<file path="src/rtl/rrqs_pkg.sv">
`default_nettype none

package rrqs_pkg;

    typedef enum logic [1:0] {
        MODE_TICK    = 2'd0,
        MODE_READY   = 2'd1,
        MODE_QUANTUM = 2'd2
    } mode_t;

    localparam int TASK_ID_W = 4;
    localparam int QUANTUM_W = 16;
    localparam int TASK_SPACE = 1 << TASK_ID_W;

    localparam logic [TASK_ID_W-1:0] FIRST_TASK   = 4'd1;
    localparam logic [QUANTUM_W-1:0] INIT_QUANTUM = 16'd15;
    localparam logic [QUANTUM_W-1:0] MIN_QUANTUM  = 16'd1;

endpackage

`default_nettype wire

</file>
<file path="src/rtl/rrqs_if.sv">
`default_nettype none

interface rrqs_cmd_if;
    logic        valid;
    logic        ready;
    logic [1:0]  mode;
    logic [3:0]  task_id;
    logic [15:0] quantum_value;

    modport source (output valid, output mode, output task_id, output quantum_value,
                    input ready);
    modport sink (input valid, input mode, input task_id, input quantum_value,
                  output ready);
endinterface

interface rrqs_res_if;
    logic        valid;
    logic        ready;
    logic        switched;
    logic [3:0]  running_task;
    logic [15:0] ticks_left;
    logic        rejected;

    modport source (output valid, output switched, output running_task,
                    output ticks_left, output rejected, input ready);
    modport sink (input valid, input switched, input running_task,
                  input ticks_left, input rejected, output ready);
endinterface

`default_nettype wire

</file>
<file path="src/rtl/round_robin_quantum_scheduler.sv">
// a command word is held in the input stage register, its result word in the result
// stage register; throughput: one word per cycle unless res.ready stalls the output;
// the ready queue ram reads the next head slot into its registered output, with a
// bypass when that slot is written in the same cycle; reset: asynchronous, clears the
// queue to empty, makes task one current with a slice of fifteen and loads fifteen
// into every quantum entry; queue ram contents are left as they are
`default_nettype none

module round_robin_quantum_scheduler
    import rrqs_pkg::*;
#(
    parameter int NUM_TASKS = 16
) (
    input wire logic  clk,
    input wire logic  rst_n,
    rrqs_cmd_if.sink  cmd,
    rrqs_res_if.source res
);

    localparam int AW = $clog2(NUM_TASKS);
    localparam int CW = $clog2(NUM_TASKS + 1);
    localparam int QD = (NUM_TASKS < TASK_SPACE) ? NUM_TASKS : TASK_SPACE;
    localparam int QW = $clog2(QD);
    localparam logic [AW-1:0] LAST_SLOT  = AW'(NUM_TASKS - 1);
    localparam logic [CW-1:0] FULL_COUNT = CW'(NUM_TASKS);
    localparam logic [AW:0]   WRAP_SUM   = (AW + 1)'(NUM_TASKS);

    // input stage
    logic                 in_valid_reg;
    logic [1:0]           in_mode_reg;
    logic [TASK_ID_W-1:0] in_tid_reg;
    logic [QUANTUM_W-1:0] in_qv_reg;

    // scheduler state
    logic [AW-1:0]        head_reg, head_next;
    logic [CW-1:0]        count_reg, count_next;
    logic [TASK_ID_W-1:0] current_reg, current_next;
    logic [QUANTUM_W-1:0] slice_reg, slice_next;
    logic [QUANTUM_W-1:0] qtab_reg [QD];

    // head bypass
    logic                 byp_reg, byp_next;
    logic [TASK_ID_W-1:0] byp_data_reg;

    // result stage
    logic                 out_valid_reg;
    logic                 switched_reg, switched_next;
    logic                 rejected_reg, rejected_next;
    logic [TASK_ID_W-1:0] running_reg;
    logic [QUANTUM_W-1:0] ticks_reg;

    logic                 adv;
    logic                 out_free;
    logic                 tid_ok;
    logic [AW:0]          tail_sum;
    logic [AW-1:0]        tail;
    logic [AW-1:0]        head_inc;
    logic [TASK_ID_W-1:0] head_val;
    logic [TASK_ID_W-1:0] ram_rdata;
    logic [QUANTUM_W-1:0] dec;
    logic [TASK_ID_W-1:0] sel_task;
    logic                 fifo_we;
    logic [TASK_ID_W-1:0] fifo_wdata;
    logic                 q_we;
    logic [QUANTUM_W-1:0] q_wdata;

    assign out_free  = !out_valid_reg || res.ready;
    assign adv       = in_valid_reg && out_free;
    assign cmd.ready = !in_valid_reg || out_free;

    assign tid_ok   = 32'(in_tid_reg) < NUM_TASKS;
    assign tail_sum = (AW + 1)'(head_reg) + (AW + 1)'(count_reg);
    assign tail     = (tail_sum >= WRAP_SUM) ? AW'(tail_sum - WRAP_SUM) : AW'(tail_sum);
    assign head_inc = (head_reg == LAST_SLOT) ? '0 : head_reg + AW'(1);
    assign head_val = byp_reg ? byp_data_reg : ram_rdata;
    assign dec      = slice_reg - MIN_QUANTUM;
    assign q_wdata  = (in_qv_reg == '0) ? MIN_QUANTUM : in_qv_reg;

    always_comb
    begin
        head_next     = head_reg;
        count_next    = count_reg;
        current_next  = current_reg;
        slice_next    = slice_reg;
        switched_next = 1'b0;
        rejected_next = 1'b0;
        fifo_we       = 1'b0;
        fifo_wdata    = in_tid_reg;
        q_we          = 1'b0;
        sel_task      = current_reg;
        if (adv)
        begin
            unique case (in_mode_reg)
                MODE_TICK:
                begin
                    if (dec == '0)
                    begin
                        if (count_reg != '0)
                        begin
                            // rotate: current goes to the tail, head becomes current
                            sel_task      = head_val;
                            fifo_we       = 1'b1;
                            fifo_wdata    = current_reg;
                            head_next     = head_inc;
                            switched_next = 1'b1;
                        end
                        current_next = sel_task;
                        slice_next   = qtab_reg[sel_task[QW-1:0]];
                    end
                    else
                    begin
                        slice_next = dec;
                    end
                end
                MODE_READY:
                begin
                    if (tid_ok)
                    begin
                        if (count_reg == FULL_COUNT)
                        begin
                            rejected_next = 1'b1;
                        end
                        else
                        begin
                            fifo_we    = 1'b1;
                            count_next = count_reg + CW'(1);
                        end
                    end
                end
                MODE_QUANTUM:
                begin
                    q_we = tid_ok;
                end
                default:
                begin
                end
            endcase
        end
    end

    // next head slot is written this cycle: take the word from the write side
    assign byp_next = fifo_we && (tail == head_next);

    rrqs_ram #(
        .WIDTH (TASK_ID_W),
        .DEPTH (NUM_TASKS)
    ) u_fifo_ram (
        .clk   (clk),
        .we    (fifo_we),
        .waddr (tail),
        .wdata (fifo_wdata),
        .raddr (head_next),
        .rdata (ram_rdata)
    );

    always_ff @(posedge clk or negedge rst_n)
    begin
        if (!rst_n)
        begin
            in_valid_reg  <= 1'b0;
            out_valid_reg <= 1'b0;
            head_reg      <= '0;
            count_reg     <= '0;
            current_reg   <= FIRST_TASK;
            slice_reg     <= INIT_QUANTUM;
            byp_reg       <= 1'b0;
            for (int i = 0; i < QD; i++)
            begin
                qtab_reg[i] <= INIT_QUANTUM;
            end
        end
        else
        begin
            if (cmd.ready)
            begin
                in_valid_reg <= cmd.valid;
            end
            if (out_free)
            begin
                out_valid_reg <= in_valid_reg;
            end
            head_reg    <= head_next;
            count_reg   <= count_next;
            current_reg <= current_next;
            slice_reg   <= slice_next;
            byp_reg     <= byp_next;
            if (q_we)
            begin
                qtab_reg[in_tid_reg[QW-1:0]] <= q_wdata;
            end
        end
    end

    always_ff @(posedge clk)
    begin
        byp_data_reg <= fifo_wdata;
        if (cmd.valid && cmd.ready)
        begin
            in_mode_reg <= cmd.mode;
            in_tid_reg  <= cmd.task_id;
            in_qv_reg   <= cmd.quantum_value;
        end
        if (adv)
        begin
            switched_reg <= switched_next;
            rejected_reg <= rejected_next;
            running_reg  <= current_next;
            ticks_reg    <= slice_next;
        end
    end

    assign res.valid        = out_valid_reg;
    assign res.switched     = switched_reg;
    assign res.running_task = running_reg;
    assign res.ticks_left   = ticks_reg;
    assign res.rejected     = rejected_reg;

`ifndef NO_ASSERTIONS
    a_count_bound: assert property (@(posedge clk) disable iff (!rst_n)
        count_reg <= FULL_COUNT)
        else $error("ready queue count above capacity");

    a_current_range: assert property (@(posedge clk) disable iff (!rst_n)
        32'(current_reg) < NUM_TASKS)
        else $error("current task outside task range");

    a_switch_slice: assert property (@(posedge clk) disable iff (!rst_n)
        res.valid && res.switched |-> res.ticks_left != '0)
        else $error("switch loaded an empty slice");

    a_reject_full: assert property (@(posedge clk) disable iff (!rst_n)
        res.valid && res.rejected |-> count_reg == FULL_COUNT)
        else $error("reject reported while queue not full");
`endif

endmodule

`default_nettype wire

</file>
<file path="src/rtl/rrqs_ram.sv">
`default_nettype none

module rrqs_ram #(
    parameter int WIDTH = 4,
    parameter int DEPTH = 16
) (
    input  wire logic                     clk,
    input  wire logic                     we,
    input  wire logic [$clog2(DEPTH)-1:0] waddr,
    input  wire logic [WIDTH-1:0]         wdata,
    input  wire logic [$clog2(DEPTH)-1:0] raddr,
    output logic      [WIDTH-1:0]         rdata
);

    logic [WIDTH-1:0] mem [DEPTH];

    always_ff @(posedge clk)
    begin
        if (we)
        begin
            mem[waddr] <= wdata;
        end
        rdata <= mem[raddr];
    end

endmodule

`default_nettype wire
</file>
<file path="src/flat_wrapper.sv">
// flat-port wrapper written by rule: the top's interface ports become plain ports
module round_robin_quantum_scheduler_flat import rrqs_pkg::*;
#(
    parameter int NUM_TASKS = 16
)
  (clk, rst_n, cmd_valid, cmd_mode, cmd_task_id, cmd_quantum_value, cmd_ready, res_valid, res_switched, res_running_task, res_ticks_left, res_rejected, res_ready);
  rrqs_cmd_if cmd_i ();
  rrqs_res_if res_i ();
  input wire logic clk;
  input wire logic rst_n;
  input wire logic [$bits(cmd_i.valid)-1:0] cmd_valid;
  input wire logic [$bits(cmd_i.mode)-1:0] cmd_mode;
  input wire logic [$bits(cmd_i.task_id)-1:0] cmd_task_id;
  input wire logic [$bits(cmd_i.quantum_value)-1:0] cmd_quantum_value;
  output wire logic [$bits(cmd_i.ready)-1:0] cmd_ready;
  output wire logic [$bits(res_i.valid)-1:0] res_valid;
  output wire logic [$bits(res_i.switched)-1:0] res_switched;
  output wire logic [$bits(res_i.running_task)-1:0] res_running_task;
  output wire logic [$bits(res_i.ticks_left)-1:0] res_ticks_left;
  output wire logic [$bits(res_i.rejected)-1:0] res_rejected;
  input wire logic [$bits(res_i.ready)-1:0] res_ready;
  assign cmd_i.valid = cmd_valid;
  assign cmd_i.mode = cmd_mode;
  assign cmd_i.task_id = cmd_task_id;
  assign cmd_i.quantum_value = cmd_quantum_value;
  assign cmd_ready = cmd_i.ready;
  assign res_valid = res_i.valid;
  assign res_switched = res_i.switched;
  assign res_running_task = res_i.running_task;
  assign res_ticks_left = res_i.ticks_left;
  assign res_rejected = res_i.rejected;
  assign res_i.ready = res_ready;
  round_robin_quantum_scheduler #(.NUM_TASKS(NUM_TASKS)) u_core (.clk(clk), .rst_n(rst_n), .cmd(cmd_i), .res(res_i));
endmodule
</file>
<file path="config.mk">
export PLATFORM = sky130hd
export DESIGN_NAME = round_robin_quantum_scheduler_flat
export DESIGN_NICKNAME = d
export VERILOG_FILES = /design/src/rtl/rrqs_pkg.sv /design/src/rtl/rrqs_if.sv /design/src/rtl/round_robin_quantum_scheduler.sv /design/src/rtl/rrqs_ram.sv /design/src/flat_wrapper.sv
export SDC_FILE = /design/constraint.sdc
export NUM_CORES = 1
export LEC_CHECK = 0
export BUFFER_PORTS_ARGS = -buffer_cell sky130_fd_sc_hd__buf_2
export CELL_PAD_IN_SITES_DETAIL_PLACEMENT = 1
export CELL_PAD_IN_SITES_GLOBAL_PLACEMENT = 2
export CORE_MARGIN = 8
export CORE_UTILIZATION = 42
export CTS_BUF_LIST = sky130_fd_sc_hd__clkbuf_16
export DETAILED_ROUTE_END_ITERATION = 10
export GPL_ROUTABILITY_DRIVEN = 0
export HOLD_SLACK_MARGIN = 0.03
export PLACE_DENSITY = 0.74
export SKIP_CTS_REPAIR_TIMING = 1
export SLEW_MARGIN = 20
export SYNTH_ARGS = -nofsm -noshare
export SYNTH_HDL_FRONTEND = slang
export SYNTH_HIERARCHICAL = 1
export SYNTH_SLANG_ARGS = --single-unit
</file>
<file path="constraint.sdc">
create_clock -name clk -period 3.9 [get_ports clk]
set_clock_uncertainty 0.2 [all_clocks]
set_input_delay 0 -clock clk [delete_from_list [all_inputs] [get_ports clk]]
set_output_delay 0 -clock clk [all_outputs]
set_load 0.01 [all_outputs]
</file>
### Word level (Yosys, flattened, before mapping)

Memory sizes are Yosys's and may differ from the RTL's. A register that Yosys moved wholly into a read port is not among the register bits.
Cells that the tools add are included.

* register bits after elaboration: 336
* bits in writable memories: 64
* memories kept: 1

Memories
* u_core.u_fifo_ram.mem: words 16, width 4, read ports 1, clocked after Yosys merged registers in 1, write ports 1, line rrqs_ram.sv:15 `logic [WIDTH-1:0] mem [DEPTH];`

* add/sub/neg operators: 5
* order comparisons: 4
* equal/unequal tests: 5
* multiplexer cells: 38
* bitwise gates (word level): 3
* reduce and logical (&&, ||, !) cells: 13

Operators by type and width (number)
* bitwise mux 256 bit: 1
* two-way mux 16 bit: 7
* two-way mux 4 bit: 18
* binary-select mux 16 bit (select 4 bit): 1
* demux 16 bit (select 4 bit): 1
* logical NOT 16 bit: 2
* subtractor 16 x 1 -> 16 bit (second input constant): 1
* >= comparator 5 bit (second input constant): 3
* NOT 4 -> 5 bit: 2
* two-way mux 1 bit: 9
* adder 4 x 5 -> 5 bit: 1
* adder 5 x 1 -> 5 bit (second input constant): 1
* equality test 5 bit (second input constant): 1
* less-than comparator 5 x 1 -> 1 bit (second input constant): 1
* nonzero test 5 bit: 1
* adder 4 x 1 -> 4 bit (second input constant): 1
* equality test 4 bit: 1
* equality test 4 bit (second input constant): 1
* logical AND 1 bit: 4
* subtractor 4 x 1 -> 4 bit (second input constant): 1
* AND reduction 3 bit: 1
* equality test 2 x 1 -> 1 bit (second input constant): 1
* equality test 2 bit (second input constant): 1
* logical NOT 1 bit: 2
* 4 further kinds: 5

### Logic depth before layout (Yosys ltp)

Gate-level depths: netlist of the first run.

* word-level depth: 12
* depth in mapped cells: 17
* depth with buffers taken out: 13

### Cells and area by module

The synthesis of the first run kept the hierarchy.

By module, submodules not included
* round_robin_quantum_scheduler: times used 1, cells each 1076, area an instance 15551.2 um^2
* rrqs_ram: times used 1, cells each 130, area an instance 2666.3 um^2

### Worst setup path before layout of the first run

OpenSTA, ideal clock, no wires.

* kind: reg-to-reg
* start point: register u_core.slice_reg[0]
* end point: register u_core.u_fifo_ram.rdata[2] (read register of u_core.u_fifo_ram.mem)
* setup time: 0.123 ns
* arrival: 3.753 ns
* required time: 3.577 ns
* slack: -0.176 ns
* cell stages (with the launch flop): 16
* clock period less this slack: 4.076 ns
* cell sequence: dfstp_2 buf_6 or4_4 buf_6 nor4_2 xor2_1 or4_4 nor3_4 and3_4 nand2_1 mux2i_1 buf_6 buf_12 mux4_2 a22oi_1 nand3_1

* word-level cells in the longest chain between the ends: 5

Ends and longest elaborated chain
* from (decl): line round_robin_quantum_scheduler.sv:38 `logic [QUANTUM_W-1:0] slice_reg, slice_next;`
* from (signal assigned): line round_robin_quantum_scheduler.sv:185 `slice_reg <= slice_next;`
* subtractor 16 x 1 -> 16 bit: line round_robin_quantum_scheduler.sv:76 `assign dec = slice_reg - MIN_QUANTUM;`
* logical NOT 16 bit: line round_robin_quantum_scheduler.sv:96 `if (dec == '0)`
* two-way mux 4 bit: line round_robin_quantum_scheduler.sv:96
* two-way mux 4 bit: line round_robin_quantum_scheduler.sv:93 `unique case (in_mode_reg)`
* two-way mux 4 bit: line round_robin_quantum_scheduler.sv:91 `if (adv)`
* via u_core.head_next[0]: line round_robin_quantum_scheduler.sv:35 `logic [AW-1:0] head_reg, head_next;`
* to (decl): line rrqs_ram.sv:12 `output logic [WIDTH-1:0] rdata`

The timed path passes the listed nets, and every way through them passes these cells.
A chain may end at the register's enable or synchronous reset.

### Final worst setup path of the first run

* start point: register u_core.slice_reg[0]
* end point: register u_core.u_fifo_ram.rdata[1] (read register of u_core.u_fifo_ram.mem)

Same word-level chain as after synthesis.

==> results of run 1 <==
==> kinds of logic (layout without fill, tap and decap cells) <==
group                      after synthesis  in the layout  synth area share
DFF                                    404            404            0.5872
muxes                                  363            363            0.2714
and+or+nand+nor                        215            215           0.06380
AOI/OAI and AO/OA                      114            114           0.03860
buffers and inverters                   85            288           0.02479
xor gates and xnor gates                16             16          0.007693
adders and majority gates                9              9          0.006594
==> worst min path at each step <==
stage / slack (ps) / cells after the start / end / start
final: 80 / 4 / u_core/res.valid / res_ready
after global routing: 110 / 4 / u_core/res.valid / res_ready
after CTS: -740 / 1 / u_core/count_reg[2] / rst_n
after detailed placement: -120 / 1 / u_core/count_reg[2] / rst_n
after global placement: -120 / 1 / u_core/head_reg[2] / rst_n
after floorplan: -500 / 0 / u_core/byp_reg / rst_n
==> report_power, final <==
group,switching [mW],internal [mW],total [mW]
Combinational,1.54,1.51,3.05
Clock,1.74,2.21,3.95
Sequential,0.327,4.98,5.31
==> cells in the mapped netlist, drive strengths merged (12+ instances only) <==
library cell / n
mux4: 72
clkbuf: 41
buf: 34
nor3: 18
nor2: 66
a21oi: 39
nand3: 21
xnor2: 13
mux2: 255
mux2i: 36
dfstp: 69
nand2b: 12
nand2: 29
edfxtp: 108
dfrtp: 219
o21ai: 32
==> metal layers <==
metal | up-vias | GRT usage
met5 | - | 0
met4 | 0 | 0.05676
met3 | 73 | 0.03217
met2 | 194 | 0.3094
met1 | 5835 | 0.2535
li1 | 4870 | -
==> layout make-up <==
class,count,share of cell area
sequential,404,0.4925
multi-input combinational,717,0.3329
clock inverter,38,0.01002
inverter,10,0.001728
timing repair buffer,194,0.07616
tap,585,0.03370
clock buffer,46,0.05300
==> metrics by stage <==
stage               utilization  TNS [ps]
detailed placement       0.4585     -4745
CTS                      0.4904     -6161
floorplan                     -    -223.7
global placement         0.4585     -1178
global route             0.5053     -4020
finish                   0.5053    -518.0
==> critical path: cells and delay by family (launching register included) <==
| family | cells | cell delay [ps] |
|---|---|---|
| muxes | 1 | 200 |
| adders and majority gates | 1 | 170 |
| and+or+nand+nor | 7 | 2050 |
| DFF | 1 | 560 |
| buffers and inverters | 2 | 200 |
| AOI/OAI and AO/OA | 2 | 540 |
==> results.md, run 1 <==
* Fin Hold WS at 76.93 ps
* Inserted Clock Buffers at 45
* Peak VDD IR at 0.3008 mV
* RSZ-0062 raised after global routing: yes
* Sequential cell area at around 11,000 um2
* Vias in the first global route at 11,790
* Critical Path Fanout Max at 8
* Failing checks: negative setup slack
* Critical path class: register to register
* Routed WL per cell at 23.93 um
* GRT Residual Overflow at 0
* Worst hold path type: input pin to register
* Crit start category: register
* Core Area at 42,980 um2
* Residual DRC at 0
* Mapped Area at between 15,000 and 20,000 um2
* Initial antenna violation count at 0
* Most frequent cells in the layout: mux2_2, dfrtp_1, edfxtp_1
* Synth-to-layout area growth at 19.22%
* WL final at 47,710 um
* Slowest cell on crit path: or4_4
* Placed cells at 1,857
* Via count at about 11,000
* Yosys top cell area share at 0.3008
* Non-Filler Instances at 1,994
* Sequential cell area fraction in the yosys report at 0.5872
* Run status: complete, but fails checks
* CP startpoint: u_core/slice_reg[0]
* Worst setup EP type: register
* Fill cells at between 4,000 and 5,000
* Slew Limit Fails at 0
* Post-route ant nets at 0
* Root Buffer: clkbuf_16
* DIE AREA at 50,290 um2
* Routed wl met3 at 1916 um
* Placement Setup Slack at -202.7 ps
* # clock sinks at a little over 400
* Metal-1 WL at ~22,000 um
* Overall power at 12.31 mW
* Met2 wire len at 22,990 um
* Mean Syn Cell Area at 15.11 um2
* Num rows at between 70 and 80
* Syn Nets at approximately 1,200
* Share of layout cells above drive strength 1 at 0.4613
* Slew headroom at 0.3740
* Starting Density at 0.4238
* Maxcap violations at 0
* Worst reg2reg path depth at 13
* Commonest non-fill, non-tap cell in the layout: mux2_2
* Max reg flops at 256
* Synth unique cells at 70
* Worst reg2reg path startpoint: u_core/slice_reg[0]
* ANT cells at 0
* Number of flops mapped to enable cells by yosys at 108
* CP Capture Point: u_core/u_fifo_ram/rdata[1]
* DRT iter0 DRCs at 609
* Critical R2R Capture: u_core/u_fifo_ram/rdata[1]
* Worst Max-Slew Pin Slew at 930.5 ps
* PwrDens at 566.7 nW/um2
* Most common flop cell mapped by yosys: dfrtp_1
* Largest net degree at the start of global routing at 102
* Cell taking the most area after synthesis: dfrtp_1
* Num ports at 50
* CTS max path bufs at 3
* DR vias/cell at between 5 and 6
* Global-route wire length before repair at roughly 72,000 um
* Max Freq at 0.2513 GHz
* Final non-filler cell area at between 20,000 and 25,000 um2
* Final net count at 1,407
* Placed Area at 19,710 um2
* LEAKAGE at between 9 and 10 nW
* HPWL Detailed at ~30,000 um
* Async set or reset register ratio after synthesis at 0.7129
* Min Clock Period, post-route at 3980 ps
* Area occupied by multi-input gates at about 7200 um2
* Final setup fails at 12
* Top post-synthesis cells by area: dfrtp_1, edfxtp_1, mux2_2, dfstp_2, mux4_2
* Final setup margin at -80.07 ps
* Flop2flop setup slack at -80 ps
* IO buf count at 49
* CTS H-tree depth at 2
* Die height at 224.3 um
* Final period util at 1.021
* Count of state elements after synthesis at around 400
* 1st-pass router iterations at 4
* CP required at 4210 ps
* Worst Path Arrival at 4290 ps
* CTS tree: built
* Worst path cell trace: inv_2 -> ha_4 -> or2_1 -> o32a_1 -> or4_4 -> nor3_4 -> and3_4 -> buf_4 -> nor3b_1 -> mux2i_4 -> nor2_1 -> a22oi_2 -> nand3_1
* Final hold vios at 0
* Skew-Pair Late Insertion Delay at 580 ps
* Gr usage total at 0.1878
* Uppermost layer routed: met4
* Post-Syn Instances at about 1,200
* Yosys warnings at 6
* Die W at between 200 and 250 um
* CP peak stage delay at between 500 and 600 ps
* Clk slew on worst S/H paths at roughly 60 ps
No activity file was read; power rests on OpenSTA's default activity.
==> run 2: changes to the inputs <==
--- a/config.mk
+++ b/config.mk
@@ -15,6 +15,7 @@
 export GPL_ROUTABILITY_DRIVEN = 0
 export HOLD_SLACK_MARGIN = 0.03
 export PLACE_DENSITY = 0.74
+export REMOVE_ABC_BUFFERS = 1
 export SKIP_CTS_REPAIR_TIMING = 1
 export SLEW_MARGIN = 20
 export SYNTH_ARGS = -nofsm -noshare
==> run 2 against run 1 <==
  * The flow still finishes with violations (negative setup slack)
  * Critical endpoint unchanged
  * Sequential power about the same
  * Fmax fell by 0.82%
  * Critical path depth up 1
  * First-iteration DRC count up 9.9%
  * Wire length is 3.0% higher
  * Count of clock-buffer cells in the layout rose by 2
  * Via count up 1.6%
  * Die area unchanged
  * Register-to-register slack worse by 30 ps
  * Total power up 2.4%
==> results.md, run 2 (synthesis gave the netlist of run 1 again) <==
* LEAKAGE at 9.286 nW (+2.3%)
* Worst Path Arrival at 4280 ps (about the same)
* Routed WL per cell at 24.21 um (+1.2%)
* CP top delay family: simple AND/OR/NAND/NOR gates
* Non-Filler Instances at 2,029 (+1.8%)
* Worst setup EP type: register
* Critical path buffers and inverters at 3 (+1)
* Starting Density at 0.4238 (unchanged)
* Worst Max-Slew Pin Slew at 746.3 ps (-184.2 ps)
* Slew Limit Fails at 0 (unchanged)
* Die height at 224.3 um (unchanged)
* Via count at 11,150 (+1.6%)
* Share of layout cells above drive strength 1 at 0.4640 (+0.002669)
* Vias in the first global route at 12,100 (+2.7%)
* Synth-to-layout area growth at 20.91%
* Fin Hold WS at 39.34 ps (-37.59 ps)
* Slew headroom at 0.4989 (+0.1249)
* CTS tree: built
* Min Clock Period, post-route at 4013 ps (+33.01 ps)
* Residual DRC at 0 (unchanged)
* 1st-pass router iterations at 5 (+1)
* Peak VDD IR at 0.3453 mV (+15%)
* Crit start category: register
* ANT cells at 0 (unchanged)
* Worst hold path type: input pin to register
* PwrDens at 572.4 nW/um2 (+1.0%)
* Final period util at 1.029 (+0.008464)
* Final setup margin at -113.1 ps (-33.01 ps)
* Critical Path Fanout Max at 7 (-1)
* Inserted Clock Buffers at 47 (+4.4%)
* Num ports at 50 (unchanged)
* DRT iter0 DRCs at 669 (+9.9%)
* WL final at 49,130 um (+3.0%)
* Final net count at 1,441 (+2.4%)
* Final hold vios at 0 (unchanged)
* Placed cells at 1,885 (+1.5%)
* CP required at 4170 ps (-40 ps)
* HPWL Detailed at 31,250 um (+3.9%)
* DR vias/cell at 5.496 (-0.11%)
* # clock sinks at 404 (unchanged)
* DIE AREA at 50,290 um2 (unchanged)
* Critical path class: register to register
* Post-route ant nets at 0 (unchanged)
* CTS max path bufs at 3 (unchanged)
* Worst path cell trace: inv_2 -> ha_4 -> or2_4 -> o32a_1 -> or4_4 -> nor3_4 -> and3_4 -> nand2_4 -> mux2i_4 -> buf_12 -> buf_6 -> mux4_2 -> a22oi_2 -> nand3_1
* Gr usage total at 0.1946 (+0.006817)
* Core Area at 42,980 um2 (unchanged)
* Most frequent cells in the layout: mux2_2, dfrtp_1, buf_4
* Run status: complete, but fails checks
* Fill cells at 4,206 (-0.071%)
* Die W at 224.3 um (unchanged)
* Placed Area at 19,930 um2 (+1.1%)
* RSZ-0062 raised after global routing: yes
* Max reg flops at 256 (unchanged)
* Skew-Pair Late Insertion Delay at 590 ps (about the same)
* Num rows at 76 (unchanged)
* Root Buffer: clkbuf_16
* Slowest cell on crit path: dfstp_2
* Commonest non-fill, non-tap cell in the layout: mux2_2
* Failing checks: negative setup slack
* Max Freq at 0.2492 GHz (-0.82%)
* Clk slew on worst S/H paths at 60 ps (about the same)
* Final non-filler cell area at 22,030 um2 (+1.4%)
* Maxcap violations at 0 (unchanged)
* IO buf count at 49 (unchanged)
* CTS H-tree depth at 2 (unchanged)
* CP peak stage delay at 590 ps (+20 ps)
* Largest net degree at the start of global routing at 116 (+14%)
* Final setup fails at 4 (-8)
* Global-route wire length before repair at 75,000 um (+3.6%)
* GRT Residual Overflow at 0 (unchanged)
* Initial antenna violation count at 0 (unchanged)
[run 2: cell types whose count changed in the layout (fill, tap and decap cells not counted), sizes merged]
cell | previous run | this run
clkbuf | 47 | 49
buf | 144 | 176
bufinv | 1 | 3
clkinvlp | 3 | 2
clkinv | 18 | 19
inv | 26 | 25
[run 2: final timing paths]
kind	from	endpoint	slack, ps	cells past startpoint
setup / recovery	u_core/slice_reg[0]	u_core/u_fifo_ram/rdata[1]	-110	14
hold / removal	res_ready	u_core/res.valid	40	4
setup reg to reg	u_core/slice_reg[0]	u_core/u_fifo_ram/rdata[1]	-110	14
hold reg to reg	u_core/qtab_reg[224]	u_core/qtab_reg[224]	280	2
max in group asynchronous	rst_n	u_core/qtab_reg[49]	2240	4
min in group asynchronous	rst_n	u_core/qtab_reg[126]	380	3
[run 2: routing by layer]
layer | track usage | vias up | part of all wire
li1 | - | 4934 | -
met1 | 0.2662 | 5972 | 0.46
met2 | 0.3240 | 187 | 0.49
met3 | 0.02996 | 59 | 0.030
met4 | 0.04832 | 0 | 0.018
met5 | 0 | - | 0
[run 2: layout make-up]
class                   instances  area [um2]  area share
flip-flops and latches        404       10700      0.4856
clock buffers                  48        1201     0.05453
multi-input cells             717        7148      0.3245
well taps                     585       732.0     0.03323
repair buffers                226        1948     0.08845
clock inverters                39       262.8     0.01193
inverters                      10       37.54    0.001704
[run 2: tightest hold or removal path, cell delays in order]
cell,delay [ps]
dlygate4sd3_1,520
buf_2,100
nand2b_1,110
nand2b_1,60
[run 2: report_power, final]
part,switching (mW),total [mW],internal [mW],leakage (nW)
clock,1.76,4.19,2.42,0.755
combinational,1.50,3.09,1.58,3.81
sequential,0.351,5.33,4.98,4.72
[run 2: through the flow]
step	setup WS, ps	setup TNS, ps	util	power, mW
after CTS	-207.7	-1006	0.4978	12.64
after detailed placement	-211.5	-764.3	0.4638	8.378
final	-113.1	-379.9	0.5125	12.61
after floorplan	-1528	-35550	-	7.100
after global routing	-223.0	-1343	0.5125	13.19
after global placement	-153.5	-529.9	0.4638	8.291
